--- config.mk ---
export PLATFORM = sky130hd
export DESIGN_NAME = positional_insert_erase_array_unit
export DESIGN_NICKNAME = d
export VERILOG_FILES = /design/src/hw/rtl/piea_pkg.sv /design/src/hw/rtl/piea_ram.sv /design/src/hw/rtl/piea_seq.sv /design/src/hw/rtl/positional_insert_erase_array_unit.sv
export SDC_FILE = /design/constraint.sdc
export NUM_CORES = 2
export LEC_CHECK = 0
export ABC_AREA = 1
export BUFFER_PORTS_ARGS = -buffer_cell sky130_fd_sc_hd__buf_2
export CORE_MARGIN = 2
export CORE_UTILIZATION = 56
export DETAILED_ROUTE_END_ITERATION = 6
export PLACE_DENSITY = 0.68
export SYNTH_ARGS = -nofsm -noshare
export SYNTH_HDL_FRONTEND = slang
export SYNTH_SLANG_ARGS = --single-unit
export TNS_END_PERCENT = 100
--- constraint.sdc ---
create_clock -name clk -period 8.74 [get_ports clk]
set_input_delay 0.437 -clock clk [delete_from_list [all_inputs] [get_ports clk]]
set_output_delay 0.437 -clock clk [all_outputs]
set_load 0.03 [all_outputs]
--- src/hw/rtl/piea_pkg.sv ---
package piea_pkg;

	localparam int unsigned LEN_W = 7;
	localparam int unsigned WORD_W = 32;

	typedef enum logic [2:0] {
		OP_READ   = 3'd0,
		OP_WRITE  = 3'd1,
		OP_INSERT = 3'd2,
		OP_ERASE  = 3'd3,
		OP_RESIZE = 3'd4
	} op_e_t;

	typedef enum logic [1:0] {
		ST_OK    = 2'd0,
		ST_RANGE = 2'd1,
		ST_FULL  = 2'd2,
		ST_EMPTY = 2'd3
	} status_e_t;

	typedef enum logic [2:0] {
		S_IDLE,
		S_EVAL,
		S_RDWAIT,
		S_SHUP,
		S_INSFIN,
		S_SHDN,
		S_ZERO
	} state_t;

	typedef struct packed {
		logic [2:0]              operation;
		logic [LEN_W-1:0]        index;
		logic signed [WORD_W-1:0] value;
		logic [LEN_W-1:0]        new_length;
	} cmd_t;

	typedef struct packed {
		logic signed [WORD_W-1:0] read_value;
		logic [LEN_W-1:0]        length;
		logic [1:0]              status;
	} result_t;

endpackage

--- src/hw/rtl/piea_ram.sv ---
module piea_ram
	import piea_pkg::*;
#(
	parameter int unsigned DEPTH = 64,
	parameter int unsigned AW = 6
) (
	input  logic              clk,
	input  logic              we,
	input  logic [AW-1:0]     waddr,
	input  logic [WORD_W-1:0] wdata,
	input  logic              re,
	input  logic [AW-1:0]     raddr,
	output logic [WORD_W-1:0] rdata
);

	logic [WORD_W-1:0] mem_q [DEPTH];

	always_ff @(posedge clk) begin
		if (we) begin
			mem_q[waddr] <= wdata;
		end
		if (re) begin
			rdata <= mem_q[raddr];
		end
	end

endmodule

--- src/hw/rtl/piea_seq.sv ---
module piea_seq
	import piea_pkg::*;
#(
	parameter int unsigned CAPACITY = 64,
	parameter int unsigned AW = 6,
	parameter int unsigned CW = 7
) (
	input  logic              clk,
	input  logic              arst_n,
	input  logic              start,
	output logic              busy,
	input  cmd_t              cmd,
	output logic              done,
	output result_t           result,
	output logic              mem_we,
	output logic [AW-1:0]     mem_waddr,
	output logic [WORD_W-1:0] mem_wdata,
	output logic              mem_re,
	output logic [AW-1:0]     mem_raddr,
	input  logic [WORD_W-1:0] mem_rdata
);

	localparam int unsigned MW = (CW > LEN_W) ? CW : LEN_W;

	state_t          state_q, state_n;
	cmd_t            cmd_q;
	logic [CW-1:0]   count_q, count_n;
	logic [CW-1:0]   k_q, k_n;
	logic            done_q, done_n;
	result_t         res_q, res_n;
	logic [CW-1:0]   raddr_w;

	logic [MW-1:0]   idx_x, nlen_x, cnt_x, k_x, cap_x;

	assign idx_x  = MW'(cmd_q.index);
	assign nlen_x = MW'(cmd_q.new_length);
	assign cnt_x  = MW'(count_q);
	assign k_x    = MW'(k_q);
	assign cap_x  = MW'(CAPACITY);

	assign busy      = (state_q != S_IDLE);
	assign done      = done_q;
	assign result    = res_q;
	assign mem_raddr = raddr_w[AW-1:0];

	always_ff @(posedge clk or negedge arst_n) begin
		if (!arst_n) begin
			state_q <= S_IDLE;
			count_q <= '0;
			done_q  <= 1'b0;
		end else begin
			state_q <= state_n;
			count_q <= count_n;
			done_q  <= done_n;
		end
	end

	always_ff @(posedge clk) begin
		if (state_q == S_IDLE && start) begin
			cmd_q <= cmd;
		end
		k_q   <= k_n;
		res_q <= res_n;
	end

	always_comb begin
		state_n    = state_q;
		count_n    = count_q;
		k_n        = k_q;
		done_n     = 1'b0;
		res_n      = res_q;
		mem_we     = 1'b0;
		mem_waddr  = k_q[AW-1:0];
		mem_wdata  = mem_rdata;
		mem_re     = 1'b0;
		raddr_w    = '0;

		case (state_q)
			S_IDLE: begin
				if (start) begin
					state_n = S_EVAL;
				end
			end
			S_EVAL: begin
				state_n          = S_IDLE;
				done_n           = 1'b1;
				res_n.read_value = '0;
				res_n.status     = ST_OK;
				case (cmd_q.operation)
					OP_READ: begin
						if (idx_x < cnt_x) begin
							mem_re  = 1'b1;
							raddr_w = idx_x[CW-1:0];
							state_n = S_RDWAIT;
							done_n  = 1'b0;
						end else begin
							res_n.status = ST_RANGE;
						end
					end
					OP_WRITE: begin
						if (idx_x < cnt_x) begin
							mem_we    = 1'b1;
							mem_waddr = idx_x[AW-1:0];
							mem_wdata = cmd_q.value;
						end else begin
							res_n.status = ST_RANGE;
						end
					end
					OP_INSERT: begin
						if (cnt_x == cap_x) begin
							res_n.status = ST_FULL;
						end else if (idx_x > cnt_x) begin
							res_n.status = ST_RANGE;
						end else if (idx_x == cnt_x) begin
							mem_we    = 1'b1;
							mem_waddr = idx_x[AW-1:0];
							mem_wdata = cmd_q.value;
							count_n   = count_q + CW'(1);
						end else begin
							mem_re  = 1'b1;
							raddr_w = count_q - CW'(1);
							k_n     = count_q;
							state_n = S_SHUP;
							done_n  = 1'b0;
						end
					end
					OP_ERASE: begin
						if (count_q == '0) begin
							res_n.status = ST_EMPTY;
						end else if (idx_x >= cnt_x) begin
							res_n.status = ST_RANGE;
						end else if (idx_x + MW'(1) == cnt_x) begin
							count_n = count_q - CW'(1);
						end else begin
							mem_re  = 1'b1;
							raddr_w = idx_x[CW-1:0] + CW'(1);
							k_n     = idx_x[CW-1:0];
							state_n = S_SHDN;
							done_n  = 1'b0;
						end
					end
					OP_RESIZE: begin
						if (nlen_x > cap_x) begin
							res_n.status = ST_RANGE;
						end else if (nlen_x <= cnt_x) begin
							count_n = nlen_x[CW-1:0];
						end else begin
							k_n     = count_q;
							state_n = S_ZERO;
							done_n  = 1'b0;
						end
					end
					default: begin
					end
				endcase
				res_n.length = LEN_W'(count_n);
			end
			S_RDWAIT: begin
				state_n          = S_IDLE;
				done_n           = 1'b1;
				res_n.read_value = mem_rdata;
				res_n.status     = ST_OK;
				res_n.length     = LEN_W'(count_q);
			end
			S_SHUP: begin
				mem_we    = 1'b1;
				mem_waddr = k_q[AW-1:0];
				mem_wdata = mem_rdata;
				if (k_x - MW'(1) == idx_x) begin
					state_n = S_INSFIN;
				end else begin
					mem_re  = 1'b1;
					raddr_w = k_q - CW'(2);
					k_n     = k_q - CW'(1);
				end
			end
			S_INSFIN: begin
				mem_we           = 1'b1;
				mem_waddr        = idx_x[AW-1:0];
				mem_wdata        = cmd_q.value;
				count_n          = count_q + CW'(1);
				state_n          = S_IDLE;
				done_n           = 1'b1;
				res_n.read_value = '0;
				res_n.status     = ST_OK;
				res_n.length     = LEN_W'(count_n);
			end
			S_SHDN: begin
				mem_we    = 1'b1;
				mem_waddr = k_q[AW-1:0];
				mem_wdata = mem_rdata;
				if (k_x + MW'(2) == cnt_x) begin
					count_n          = count_q - CW'(1);
					state_n          = S_IDLE;
					done_n           = 1'b1;
					res_n.read_value = '0;
					res_n.status     = ST_OK;
					res_n.length     = LEN_W'(count_n);
				end else begin
					mem_re  = 1'b1;
					raddr_w = k_q + CW'(2);
					k_n     = k_q + CW'(1);
				end
			end
			S_ZERO: begin
				mem_we    = 1'b1;
				mem_waddr = k_q[AW-1:0];
				mem_wdata = '0;
				if (k_x + MW'(1) == nlen_x) begin
					count_n          = nlen_x[CW-1:0];
					state_n          = S_IDLE;
					done_n           = 1'b1;
					res_n.read_value = '0;
					res_n.status     = ST_OK;
					res_n.length     = LEN_W'(count_n);
				end else begin
					k_n = k_q + CW'(1);
				end
			end
			default: begin
				state_n = S_IDLE;
			end
		endcase
	end

endmodule

--- src/hw/rtl/positional_insert_erase_array_unit.sv ---
// Ordered list of up to CAPACITY signed 32-bit words with read, write, insert,
// erase and resize transactions. A transaction is taken when start is high and
// busy is low, and its single result appears on result for exactly one cycle
// with done high; the receiver cannot stall it, so it must take the result in
// that cycle. Moved or cleared entries pass one at a time through the word
// memory, which has one read and one write port. A read returns the
// registered memory output. An insert below the length moves each entry from
// the top down to the index up by one place and then writes the new value; an
// append writes it directly. An erase below the last entry moves each later
// entry down by one place. A growing resize writes zero to each new entry.
// The memory holds no reset value; entries at or beyond the length are never
// returned.
module positional_insert_erase_array_unit
	import piea_pkg::*;
#(
	parameter int unsigned CAPACITY = 64
) (
	input  logic    clk,
	input  logic    arst_n,
	input  logic    start,
	output logic    busy,
	input  cmd_t    cmd,
	output logic    done,
	output result_t result
);

	localparam int unsigned AW = (CAPACITY > 1) ? $clog2(CAPACITY) : 1;
	localparam int unsigned CW = $clog2(CAPACITY + 1);

	logic              mem_we;
	logic [AW-1:0]     mem_waddr;
	logic [WORD_W-1:0] mem_wdata;
	logic              mem_re;
	logic [AW-1:0]     mem_raddr;
	logic [WORD_W-1:0] mem_rdata;

	piea_seq #(
		.CAPACITY(CAPACITY),
		.AW(AW),
		.CW(CW)
	) u_seq (
		.clk(clk),
		.arst_n(arst_n),
		.start(start),
		.busy(busy),
		.cmd(cmd),
		.done(done),
		.result(result),
		.mem_we(mem_we),
		.mem_waddr(mem_waddr),
		.mem_wdata(mem_wdata),
		.mem_re(mem_re),
		.mem_raddr(mem_raddr),
		.mem_rdata(mem_rdata)
	);

	piea_ram #(
		.DEPTH(CAPACITY),
		.AW(AW)
	) u_ram (
		.clk(clk),
		.we(mem_we),
		.waddr(mem_waddr),
		.wdata(mem_wdata),
		.re(mem_re),
		.raddr(mem_raddr),
		.rdata(mem_rdata)
	);

endmodule
==> impl_metrics.ini <==
[pwr]
p_sw_mw = 15.8
netSwitchingFraction_pct = 40.3
p_per_area_nw_per_um2 = 368
internal_power_mw = 23.5
power_frac_seq_pct = 39.5
leakage_nw = 40.1
p_clk_share_pct = 23.4
max-vdd-ir-drop_v = 0.000590
finalPower_mw = 39.4
combPwrFrac_pct = 37.0

[floorplanning]
placementRows = 152
core_um2 = 172000
io_pins = 95
die_h_um = 420
start_util_pct = 56.5
die_area_um2 = 177000
dieWidth_um = 420

[global_routing]
use_met1_pct = 42.4
antenna_found_initial = 4
grt.busiest_layer = met2
groute.layer.met2.usage_pct = 48.5
met3_usage_pct = 5.83
grt_pass1_vias = 63500
grt_pass1_wl_mm = 406
gr-total-overflow = 0
global_route.usage.total_pct = 30.9
grt_max_degree = 194

[synthesis]
synth_seq_cells = 2188
synth_cell_types = 52
synth_edf_count = 2177
syn-num-nets = 8853
async_flop_share_pct = 0.503
ys_seq_area_share_pct = 67.6
syn_area_um2 = 97100
synth-main-ff-cell = edfxtp_1
syn_area_per_cell_um2 = 11.1
syn_inst = 8778
yosys_warnings = 0

[clock_network]
insertion_delay_ns = 0.86
cts_root_buffer = clkbuf_16
htreeDepth = 4
cts.path.max_buffers = 3
numCtsBuffers = 219
tritoncts = done
clk_pin_slew_ns = 0.06
cts_resized = 0
cts.sinks = 2188

[finish]
nets = 8785
seq_area_um2 = 65600
mostFrequentLayoutCells = 2177 x edfxtp_1, 2067 x nand3_1, 2059 x nand2_1
utilization_pct = 62.2
multi_input_area_um2 = 25800
drive_above_1_share_pct = 7.63
final_common_cell = edfxtp_1
n_fill_cell = 13400
stdcell_area_um2 = 107000
area_growth_pct = 10.0

[timing]
min_period_over_period_pct = 75.7
tightest_slew_ns = 1.34
slew_headroom_pct = 10.4
hold_viol_final = 0
holdWs_ns = 0.288
rsz0062_at_grt = false
max_freq_ghz = 0.151
slew_viol_final = 0
fin_crit_ns = 6.62
setup_viol = 0
tns_ns = 0
finalClockSkew_ns = 0.0320

[routing]
drtAntennaViolNets = 0
drt_iter0_markers = 8181
routed_wl_mm = 275
dr.pass1.iters = 7
drt-wirelength-per-cell_um = 24.6
vias = 66800
drc_errors = 2
via_per_inst = 5.97

[worst_setup_path]
cp-start-kind = register
cp_data_arrival_time_ns = 7.07
cp_slowest_cell = nor2_4
critical_path_required_ns = 9.20
path_cells = clkinv_1, ha_1, nand2_1, nor2_1, nand4_2, o22ai_1, inv_1, nand2_2, nand2_1, inv_2, o21ai_2, inv_1, nand4_1, nor2_4
critPathCaptureType = register
critical_path.n_buffers_inverters = 4
critPathMaxFanout = 37
cp_top_family = simple AND/OR/NAND/NOR gates
max_stage_delay_ns = 1.34
worstSetupPathType = register to register

[hold_path]
min_path_type = input pin to register

[placed_design]
portBuffers = 94
placed_area_um2 = 99400
dpl.hpwl_mm = 151
place_congestion = 0.938

[outcome]
failed_checks = DRC
status = finished with violations

[job]
cap_violations = 0
sequential cells by signal (all words and copies together), names as in the netlist, 3 cells and up:
| register | flops |
|---|---|
| u_ram.rdata | 32 |
| u_ram.mem_q | 2048 |
| u_seq.cnt_x | 7 |
| u_seq.result | 41 |
| u_seq.idx_x | 7 |
| u_seq.nlen_x | 7 |
| u_seq.cmd_q | 35 |
| u_seq.k_q | 7 |
| u_seq.state_q | 3 |
worst paths after layout:
| check | slack [ns] | depth (start not counted) | endpoint | from |
|---|---|---|---|---|
| max | 2.12 | 14 | u_ram.mem_q[42][27] | u_seq.cnt_x[4] |
| min | 0.29 | 2 | u_seq.nlen_x[0] | cmd[0] |
| max reg2reg | 2.12 | 14 | u_ram.mem_q[42][27] | u_seq.cnt_x[4] |
| min reg2reg | 0.64 | 2 | u_seq.result[29] | u_ram.rdata[20] |
| max in group asynchronous | 7.59 | 3 | u_seq.done | arst_n |
| min in group asynchronous | 0.70 | 3 | u_seq.cnt_x[1] | arst_n |
Yosys cell counts (all sizes together), types with 2 or more instances:
cell type  instances  area [µm²]
o211ai            22         165
a221oi             2        17.5
nand3           2070       10400
or2                2        12.5
ha                23         288
buf              515        3200
nand2           2069        7780
nor3              14        70.1
nor4               7        43.8
inv              837        3140
clkbuf            65         249
o221ai             6        52.6
a211oi             6        45.0
xor2              17         156
nor2             232         908
dfrtp             11         275
o22ai              3        18.8
a21oi             42         218
nand3b           545        4090
a31oi              2        12.5
nand4             12        81.3
o21ai             82         422
xnor2              4        35.0
clkinv             2        7.51
edfxtp          2177       65400
routing by layer:
metal	part of all wire, %	vias up
met1	40	32600
met3	9.4	575
met4	4.2	4
met2	47	3413
met5	0.0091	-
li1	-	30200
stage by stage:
stage | setup WS, ns | std cells
final | 2.12 | 11200
after global placement | 2.43 | 10700
after CTS | 2.32 | 11200
after global routing | 1.85 | 11200
after detailed placement | 2.37 | 10700
after floorplan | 2.60 | 8778
cell type report:
class | count | share of cell area, %
diodes | 3 | 0.00702
clock buffers | 270 | 5.35
clock inverters | 129 | 1.14
inverters | 839 | 2.95
multi-input cells | 5171 | 24.2
flip-flops and latches | 2188 | 61.4
well taps | 2310 | 2.70
repair buffers | 291 | 2.25
cell families after synthesis:
group | share of synthesized area (%)
fa+ha+maj | 0.296
flops | 67.6
xor+xnor | 0.220
simple gates | 24.0
compound gates | 1.07
buf+inv | 6.79
power groups by stage:
stage | registers, mW | clock network, mW | logic [mW]
2_1_floorplan | 16.3 | 0 | 8.25
3_3_place_gp | 15.8 | 0 | 14.0
3_5_place_dp | 15.8 | 0 | 14.3
4_1_cts | 15.6 | 9.28 | 14.3
5_1_grt | 15.6 | 9.70 | 15.6
6_report | 15.6 | 9.22 | 14.6
timing repair:
action | 4_1_cts | 5_1_grt
hold buffers | 52 | 0
setup buffers | 0 | 0
hold endpoints to repair | 62 | 0
endpoints found under the setup margin | 0 | 0
worst reg2reg max path, delay by kind of cell, from the launching register on:
family | cells | cell delay [ns]
AOI/OAI and AO/OA | 2 | 0.53
adders and majority gates | 1 | 0.44
buffers and inverters | 4 | 1.46
and+or+nand+nor | 7 | 3.11
DFF | 1 | 0.63
(Power assumes the default switching activity.)
